## config.mk

```make
export PLATFORM = sky130hd
export DESIGN_NAME = gyro_bias_calibrate_and_remove
export DESIGN_NICKNAME = d
export VERILOG_FILES = /design/src/design/gbcr_pkg.sv /design/src/design/gyro_bias_calibrate_and_remove.sv /design/src/design/gbcr_front.sv /design/src/design/gbcr_queue.sv /design/src/design/gbcr_back.sv
export SDC_FILE = /design/constraint.sdc
export NUM_CORES = 2
export LEC_CHECK = 0
export BUFFER_PORTS_ARGS = -buffer_cell sky130_fd_sc_hd__buf_2
export CAP_MARGIN = 10
export CORE_ASPECT_RATIO = 0.7
export CORE_UTILIZATION = 50
export CTS_BUF_LIST = sky130_fd_sc_hd__clkbuf_16
export DETAILED_ROUTE_END_ITERATION = 16
export PLACE_DENSITY = 0.71
export SYNTH_ARGS = -nofsm -noshare
export SYNTH_HDL_FRONTEND = slang
export SYNTH_SLANG_ARGS = --single-unit
```

## constraint.sdc

```tcl
create_clock -name i_clk -period 8.4 [get_ports i_clk]
set_clock_uncertainty 0.05 [all_clocks]
set_input_delay 0.84 -clock i_clk [delete_from_list [all_inputs] [get_ports i_clk]]
set_output_delay 0.84 -clock i_clk [all_outputs]
set_load 0.1 [all_outputs]
```

## src/design/gbcr_pkg.sv

```systemverilog
package gbcr_pkg;

    // Field widths fixed by the sensor format.
    localparam int unsigned RATE_W   = 16;
    localparam int unsigned SUM_W    = 24;
    localparam int unsigned CFG_IDX_W = 3;
    localparam int unsigned CFG_DAT_W = 16;

    // Reciprocal scaling for the offset average: the sum magnitude stays below
    // 2^(SUM_W-1) and the divisor below 2^8, so this shift keeps the product exact.
    localparam int unsigned RECIP_SH = SUM_W - 1 + 8;
    localparam int unsigned RECIP_W  = 32;

    // Configuration register indexes.
    localparam logic [CFG_IDX_W-1:0] CFG_USE_STORED = 3'd0;
    localparam logic [CFG_IDX_W-1:0] CFG_OFFSET_X   = 3'd1;
    localparam logic [CFG_IDX_W-1:0] CFG_OFFSET_Y   = 3'd2;
    localparam logic [CFG_IDX_W-1:0] CFG_OFFSET_Z   = 3'd3;

    // What an accepted beat asks for.
    typedef enum logic {
        KIND_SAMPLE  = 1'b0,
        KIND_RESTART = 1'b1
    } t_kind;

    typedef logic signed [RATE_W-1:0] t_rate;

    // One classified item as it waits between front and back.
    typedef struct packed {
        t_kind kind;
        t_rate raw_x;
        t_rate raw_y;
        t_rate raw_z;
    } t_item;

    // Handshake between the queue and the back end.
    typedef struct packed {
        logic  valid;
        t_item item;
    } t_q_head;

endpackage

```

## src/design/gyro_bias_calibrate_and_remove.sv

```systemverilog
// Path: a beat accepted on the slave side is held in the queue and then in the
// output register before it is offered on the master side; each beat gives exactly one result beat.
// Throughput: one beat per cycle while the master side takes results, set by the
// back end and the two-entry queue between front and back.
// Reset: synchronous, active low; clears the queue and output, sets registers
// to their reset values and starts a calibration countdown.
module gyro_bias_calibrate_and_remove
    import gbcr_pkg::*;
#(
    parameter int unsigned CALIB_SAMPLES = 250
) (
    input  logic                 i_clk,
    input  logic                 i_rst_n,
    input  logic                 s_axis_tvalid,
    output logic                 s_axis_tready,
    // x_low_byte, x_high_byte, y_low_byte, y_high_byte, z_low_byte, z_high_byte
    input  logic [47:0]          s_axis_tdata,
    // action
    input  logic [0:0]           s_axis_tuser,
    output logic                 m_axis_tvalid,
    input  logic                 m_axis_tready,
    // rate_x, rate_y, rate_z
    output logic [47:0]          m_axis_tdata,
    // calibrating, calibration_done
    output logic [1:0]           m_axis_tuser,
    input  logic                 i_cfg_valid,
    output logic                 o_cfg_ready,
    input  logic [CFG_IDX_W-1:0] i_cfg_index,
    input  logic [CFG_DAT_W-1:0] i_cfg_data
);

    logic    q_ready;
    logic    push;
    logic    pop;
    t_item   item;
    t_q_head head;
    t_rate   rate_x;
    t_rate   rate_y;
    t_rate   rate_z;
    logic    calibrating;
    logic    done;

    assign o_cfg_ready = 1'b1;

    gbcr_front u_front (
        .i_valid   (s_axis_tvalid),
        .i_action  (s_axis_tuser[0]),
        .i_bytes   (s_axis_tdata),
        .i_q_ready (q_ready),
        .o_ready   (s_axis_tready),
        .o_push    (push),
        .o_item    (item)
    );

    gbcr_queue u_queue (
        .i_clk   (i_clk),
        .i_rst_n (i_rst_n),
        .i_push  (push),
        .i_item  (item),
        .i_pop   (pop),
        .o_ready (q_ready),
        .o_head  (head)
    );

    gbcr_back #(
        .CALIB_SAMPLES (CALIB_SAMPLES)
    ) u_back (
        .i_clk         (i_clk),
        .i_rst_n       (i_rst_n),
        .i_cfg_we      (i_cfg_valid),
        .i_cfg_index   (i_cfg_index),
        .i_cfg_data    (i_cfg_data),
        .i_head        (head),
        .o_pop         (pop),
        .o_valid       (m_axis_tvalid),
        .i_ready       (m_axis_tready),
        .o_rate_x      (rate_x),
        .o_rate_y      (rate_y),
        .o_rate_z      (rate_z),
        .o_calibrating (calibrating),
        .o_done        (done)
    );

    assign m_axis_tdata = {rate_z, rate_y, rate_x};
    assign m_axis_tuser = {done, calibrating};

endmodule

```

## src/design/gbcr_front.sv

```systemverilog
module gbcr_front
    import gbcr_pkg::*;
(
    input  logic        i_valid,
    input  logic        i_action,
    input  logic [47:0] i_bytes,
    input  logic        i_q_ready,
    output logic        o_ready,
    output logic        o_push,
    output t_item       o_item
);

    // A beat is taken whenever the queue has room.
    assign o_ready = i_q_ready;
    assign o_push  = i_valid && i_q_ready;

    // Classify the beat and assemble the three signed rates, low byte first.
    always_comb begin
        o_item.kind  = i_action ? KIND_RESTART : KIND_SAMPLE;
        o_item.raw_x = t_rate'({i_bytes[15:8],  i_bytes[7:0]});
        o_item.raw_y = t_rate'({i_bytes[31:24], i_bytes[23:16]});
        o_item.raw_z = t_rate'({i_bytes[47:40], i_bytes[39:32]});
    end

endmodule

```

## src/design/gbcr_queue.sv

```systemverilog
module gbcr_queue
    import gbcr_pkg::*;
(
    input  logic    i_clk,
    input  logic    i_rst_n,
    input  logic    i_push,
    input  t_item   i_item,
    input  logic    i_pop,
    output logic    o_ready,
    output t_q_head o_head
);

    t_item       r_slot [2];
    logic        r_wr_ptr;
    logic        r_rd_ptr;
    logic [1:0]  r_count;
    logic [1:0]  n_count;

    assign o_ready      = (r_count != 2'd2);
    assign o_head.valid = (r_count != 2'd0);
    assign o_head.item  = r_slot[r_rd_ptr];

    // Occupancy follows pushes and pops in the same cycle.
    always_comb begin
        n_count = r_count;
        case ({i_push, i_pop})
            2'b10:   n_count = r_count + 2'd1;
            2'b01:   n_count = r_count - 2'd1;
            default: n_count = r_count;
        endcase
    end

    // Pointer and count registers.
    always_ff @(posedge i_clk) begin
        if (!i_rst_n) begin
            r_wr_ptr <= 1'b0;
            r_rd_ptr <= 1'b0;
            r_count  <= 2'd0;
        end else begin
            if (i_push) begin
                r_wr_ptr <= ~r_wr_ptr;
            end
            if (i_pop) begin
                r_rd_ptr <= ~r_rd_ptr;
            end
            r_count <= n_count;
        end
    end

    // Entry storage, no reset needed.
    always_ff @(posedge i_clk) begin
        if (i_push) begin
            r_slot[r_wr_ptr] <= i_item;
        end
    end

endmodule

```

## src/design/gbcr_back.sv

```systemverilog
module gbcr_back
    import gbcr_pkg::*;
#(
    parameter int unsigned CALIB_SAMPLES = 250
) (
    input  logic                 i_clk,
    input  logic                 i_rst_n,
    input  logic                 i_cfg_we,
    input  logic [CFG_IDX_W-1:0] i_cfg_index,
    input  logic [CFG_DAT_W-1:0] i_cfg_data,
    input  t_q_head              i_head,
    output logic                 o_pop,
    output logic                 o_valid,
    input  logic                 i_ready,
    output t_rate                o_rate_x,
    output t_rate                o_rate_y,
    output t_rate                o_rate_z,
    output logic                 o_calibrating,
    output logic                 o_done
);

    localparam int unsigned CNT_W = $clog2(CALIB_SAMPLES + 1);
    localparam int unsigned DIV   = CALIB_SAMPLES - 1;
    localparam longint unsigned RECIP_L =
        ((64'd1 << RECIP_SH) + 64'(DIV) - 64'd1) / 64'(DIV);
    localparam logic [RECIP_W-1:0] RECIP = RECIP_L[RECIP_W-1:0];
    localparam logic [CNT_W-1:0]   CNT_START = CNT_W'(CALIB_SAMPLES);
    localparam int unsigned PROD_W = SUM_W + RECIP_W;
    localparam int unsigned QUO_W  = RATE_W + 1;

    // Configuration registers, used at the next restart.
    logic  r_use_stored;
    t_rate r_stored [3];

    // Calibration state.
    logic [CNT_W-1:0]        r_left;
    logic signed [SUM_W-1:0] r_sum [3];
    t_rate                   r_offset [3];

    // Output register.
    logic  r_out_valid;
    t_rate r_out_rate [3];
    logic  r_out_cal;
    logic  r_out_done;

    t_rate                   raw [3];
    logic [SUM_W-1:0]        sum_mag [3];
    logic [PROD_W-1:0]       prod [3];
    logic [QUO_W-1:0]        quo_mag [3];
    t_rate                   avg [3];
    logic [CNT_W-1:0]        n_left;
    logic                    n_done;

    assign o_pop = i_head.valid && (!r_out_valid || i_ready);

    assign raw[0] = i_head.item.raw_x;
    assign raw[1] = i_head.item.raw_y;
    assign raw[2] = i_head.item.raw_z;

    // Average of each sum by reciprocal multiply, truncated toward zero.
    always_comb begin
        for (int k = 0; k < 3; k++) begin
            sum_mag[k] = r_sum[k][SUM_W-1] ? (~r_sum[k] + SUM_W'(1)) : r_sum[k];
            prod[k]    = PROD_W'(sum_mag[k]) * PROD_W'(RECIP);
            quo_mag[k] = prod[k][RECIP_SH +: QUO_W];
            avg[k]     = r_sum[k][SUM_W-1] ? RATE_W'(~quo_mag[k] + QUO_W'(1))
                                           : RATE_W'(quo_mag[k]);
        end
    end

    // Countdown after this item and the done flag it reports.
    always_comb begin
        n_left = r_left;
        if (i_head.item.kind == KIND_RESTART) begin
            n_left = r_use_stored ? '0 : CNT_START;
        end else if (r_left != '0) begin
            n_left = r_left - CNT_W'(1);
        end
        n_done = (n_left == '0);
    end

    // Configuration writes; indexes past the list are dropped.
    always_ff @(posedge i_clk) begin
        if (!i_rst_n) begin
            r_use_stored <= 1'b0;
            r_stored[0]  <= '0;
            r_stored[1]  <= '0;
            r_stored[2]  <= '0;
        end else if (i_cfg_we) begin
            case (i_cfg_index)
                CFG_USE_STORED: r_use_stored <= i_cfg_data[0];
                CFG_OFFSET_X:   r_stored[0]  <= t_rate'(i_cfg_data);
                CFG_OFFSET_Y:   r_stored[1]  <= t_rate'(i_cfg_data);
                CFG_OFFSET_Z:   r_stored[2]  <= t_rate'(i_cfg_data);
                default:        r_use_stored <= r_use_stored;
            endcase
        end
    end

    // Calibration state update per popped item.
    always_ff @(posedge i_clk) begin
        if (!i_rst_n) begin
            r_left <= CNT_START;
            for (int k = 0; k < 3; k++) begin
                r_sum[k]    <= '0;
                r_offset[k] <= '0;
            end
        end else if (o_pop) begin
            r_left <= n_left;
            for (int k = 0; k < 3; k++) begin
                if (i_head.item.kind == KIND_RESTART) begin
                    r_sum[k]    <= '0;
                    r_offset[k] <= r_use_stored ? r_stored[k] : '0;
                end else if (r_left == CNT_W'(1)) begin
                    r_offset[k] <= avg[k];
                end else if (r_left != '0) begin
                    r_sum[k] <= r_sum[k] + SUM_W'(raw[k]);
                end
            end
        end
    end

    // Output register valid flag.
    always_ff @(posedge i_clk) begin
        if (!i_rst_n) begin
            r_out_valid <= 1'b0;
        end else if (o_pop) begin
            r_out_valid <= 1'b1;
        end else if (i_ready) begin
            r_out_valid <= 1'b0;
        end
    end

    // Output payload: zero for a restart, raw while calibrating, else offset removed with wrap.
    always_ff @(posedge i_clk) begin
        if (o_pop) begin
            r_out_done <= n_done;
            if (i_head.item.kind == KIND_RESTART) begin
                r_out_cal <= 1'b0;
                for (int k = 0; k < 3; k++) begin
                    r_out_rate[k] <= '0;
                end
            end else begin
                r_out_cal <= (r_left != '0);
                for (int k = 0; k < 3; k++) begin
                    r_out_rate[k] <= (r_left != '0) ? raw[k] : raw[k] - r_offset[k];
                end
            end
        end
    end

    assign o_valid       = r_out_valid;
    assign o_rate_x      = r_out_rate[0];
    assign o_rate_y      = r_out_rate[1];
    assign o_rate_z      = r_out_rate[2];
    assign o_calibrating = r_out_cal;
    assign o_done        = r_out_done;

endmodule

```

==> impl_metrics.toml <==
[synthesis]
synth-edff-count = 316
post-synth-top-area-cell = "ha_1"
syn_avg_cell_area_um2 = 9.82
synth.area.top_cells = "ha_1, edfxtp_1, fa_1"
syn-num-nets = 5825
syn_inst = 4524
ys_types = 92
synthesis.area_um2 = 44400
synth_seq_area_share_pct = 22.0
ys.flop_type = "edfxtp_1"
ys_ff_latch = 331
async_flop_share_pct = 0
synth_top_area_share_pct = 21.7
ys_warn_count = 0

[placement]
finalWeightedCongestion = 1.03
dp_hpwl_um = 111000
placed_area_um2 = 51200
pre_cts_ws_ns = -0.869
portBuffers = 124
dp_cells = 6312

[sta]
hold_viol = 0
rsz0062_at_grt = "true"
drv_slew = 0
fin_setup_tns_ns = -12.09
period_share_pct = 108
relSlewSlack_pct = 10.4
worst_pin_slew_ns = 1.33
min_period_ns = 9.08
timing.final.ws_setup_ns = -0.683
fmax_mhz = 110
setup_viol = 40

[hold_path]
min_path_type = "primary input to flop"
hold_end = "u_queue.r_slot[1][12]"
hp-start = "s_axis_tdata[44]"
min_path_cells = 1

[run]
cap_viol_max_count = 0

[clock_tree]
clk_pin_slew_ns = 0.07
hold_buffers = 0
clock_sinks = 331
root_buffer = "clkbuf_16"
clockBufferDepth = 3
numCtsBuffers = 39
cts-htree-levels = 2
cts_tree = "done"
clock_latency_ns = 0.62

[worst_setup_path]
worstSetupPathType = "flop to flop"
r2r-start = "u_back.r_sum[2][5]"
cp_max_fo = 5
crit_arrival_ns = 9.40
critPathMaxStageDelay_ns = 0.58
crit_slowest_cell = "fa_1"
cp.required_ns = 8.71
critPathMostFrequentCell = "fa_1"
r2r.worst_path.cells = 32
worst-path-buf-inv = 6
r2r_end = "u_back.r_offset[2][15]"
start_kind = "flop"
cp-end-kind = "flop"
reg2reg_setup_slack_ns = -0.68
critPathTopFamily = "adder cells"

[routing]
ant_nets = 0
via_count = 35658
wl_per_cell_um = 21.2
drtIter0Drc = 3086
wirelength_um = 137000
detail_route.vias_per_cell = 5.51
drc = 0
drtPass1Iterations = 5

[status]
violations = "negative setup slack"
outcome = "complete, but fails checks"

[floorplan]
die_h_um = 251
pin_count = 126
row_count = 91
design.core.area_um2 = 88000
initial_core_util_pct = 50.5
die_area_um2 = 90100
die_x_um = 358

[cells_and_area]
fillCellCount = 6879
final_cells = 6477
final_layout_size_suffix_gt1_share_pct = 25.0
area_growth_pct = 25.0
design_area_um2 = 55600
fin_nets = 6584

[grt]
grt_pass1_wl_um = 206000
antenna_found_initial = 6
grt_usage_pct = 30.1
grt_max_degree = 81
grt-ovfl-total = 0
first_global_vias = 35099
## synth_stat cells, drive strengths merged, types with 17 or more instances
cell type,n
a31oi,32
or4,21
mux2,46
xnor2,158
nand3,68
nand2,211
or3,42
nand2b,52
nor2b,35
a21boi,22
a21oi,152
mux2i,20
o21a,17
or2,20
ha,769
nor2,212
and2,35
o31ai,30
fa,459
a21o,58
inv,1033
a211oi,48
nand4,22
xor2,89
o21ai,198
edfxtp,316
clkbuf,65
nor3,50
and3,20
o211ai,29
## worst max path at each step
stage                       start                     end  slack [ns]  cells past startpoint
2_1_floorplan  u_back.r_sum[2][4]  u_back.r_offset[2][15]       -0.25                     31
3_3_place_gp   u_back.r_sum[1][4]  u_back.r_offset[1][15]       -0.70                     35
3_5_place_dp   u_back.r_sum[2][5]  u_back.r_offset[2][15]       -0.87                     30
4_1_cts        u_back.r_sum[2][5]  u_back.r_offset[2][15]       -0.48                     30
5_1_grt        u_back.r_sum[2][5]  u_back.r_offset[2][14]       -0.93                     33
6_report       u_back.r_sum[2][5]  u_back.r_offset[2][15]       -0.68                     32
## sequential cells by signal, indices dropped and copies added (netlist names), named ones only
name                  flops
u_back.r_left             8
u_back.r_stored          48
u_back.o_calibrating      1
u_back.o_done             1
u_back.r_out_rate        48
u_queue.r_slot           98
u_back.r_offset          48
u_queue.r_wr_ptr          1
u_back.r_sum             72
u_queue.r_rd_ptr          1
u_queue.r_count           2
u_back.o_valid            1
u_back.r_use_stored       1
## stage by stage
step / hold WS [ns] / util, %
6_report: 0.354 / 63.1
5_1_grt: 0.353 / 63.1
4_1_cts: 0.332 / 61.7
3_5_place_dp: 0.449 / 58.1
3_3_place_gp: 0.442 / 58.1
2_1_floorplan: 0.422 / -
## per-layer routing
layer / global-route usage [%] / routed length [um]
met5: 0 / 52
met4: 5.54 / 2650
met3: 12.1 / 18000
met2: 40.0 / 54100
met1: 45.6 / 62500
## cell type report
cell class | count | area, um^2 | area share, %
Multi-Input combinational cell | 3082 | 33200 | 59.8
Sequential cell | 331 | 9790 | 17.6
Timing Repair Buffer | 794 | 5890 | 10.6
Inverter | 1035 | 3890 | 7.00
Tap cell | 1162 | 1450 | 2.62
Clock buffer | 39 | 976 | 1.76
Clock inverter | 32 | 329 | 0.592
Antenna cell | 2 | 5.00 | 0.00901
## worst reg2reg max path: cells and delay by family, from the launching register on
kind | cells | cell delay [ns]
adders and majority gates | 8 | 3.33
AOI/OAI and AO/OA | 11 | 2.40
xor gates and xnor gates | 2 | 0.34
DFF | 1 | 0.43
buffers and inverters | 6 | 0.54
and+or+nand+nor | 5 | 1.80
## cell usage in the layout (no fill, tap or decap), types with 17 or more instances in the layout
cell	count
a211oi_1	34
a21boi_0	21
a21o_1	57
a21oi_1	123
a21oi_2	24
a31oi_1	27
and2_1	32
buf_2	124
buf_4	621
buf_6	43
clkbuf_16	39
edfxtp_1	316
fa_1	441
fa_2	18
ha_1	721
ha_4	44
inv_1	996
inv_2	43
mux2_2	46
mux2i_1	20
nand2_1	199
nand2b_1	47
nand3_1	62
nand4_1	22
nor2_1	199
nor2b_1	33
nor3_1	41
o211ai_1	26
o21a_1	17
o21ai_0	128
o21ai_1	41
or2_2	17
or3_1	30
xnor2_1	112
xnor2_2	34
xor2_1	78
## cell families (layout without fill, tap and decap cells)
kind of cell	after synthesis	in the layout	share of synthesized area, %
buffers and inverters	1111	1900	9.42
adders and majority gates	1228	1228	42.3
muxes	66	66	1.62
DFF	331	331	22.0
and+or+nand+nor	853	853	9.64
AOI/OAI and AO/OA	686	686	10.0
xor gates and xnor gates	248	248	4.92
other	1	3	0.00844
## repair_timing
item | 4_1_cts | 5_1_grt
endpoints found under the hold margin | 0 | 0
endpoints found under the setup margin | 46 | 46
setup buffers | 72 | 47
pin swaps | 203 | 125
gates resized for setup | 293 | 192
Power is not shown: default switching activity piles up to over one toggle a cycle in this logic, so the estimate is an artifact.
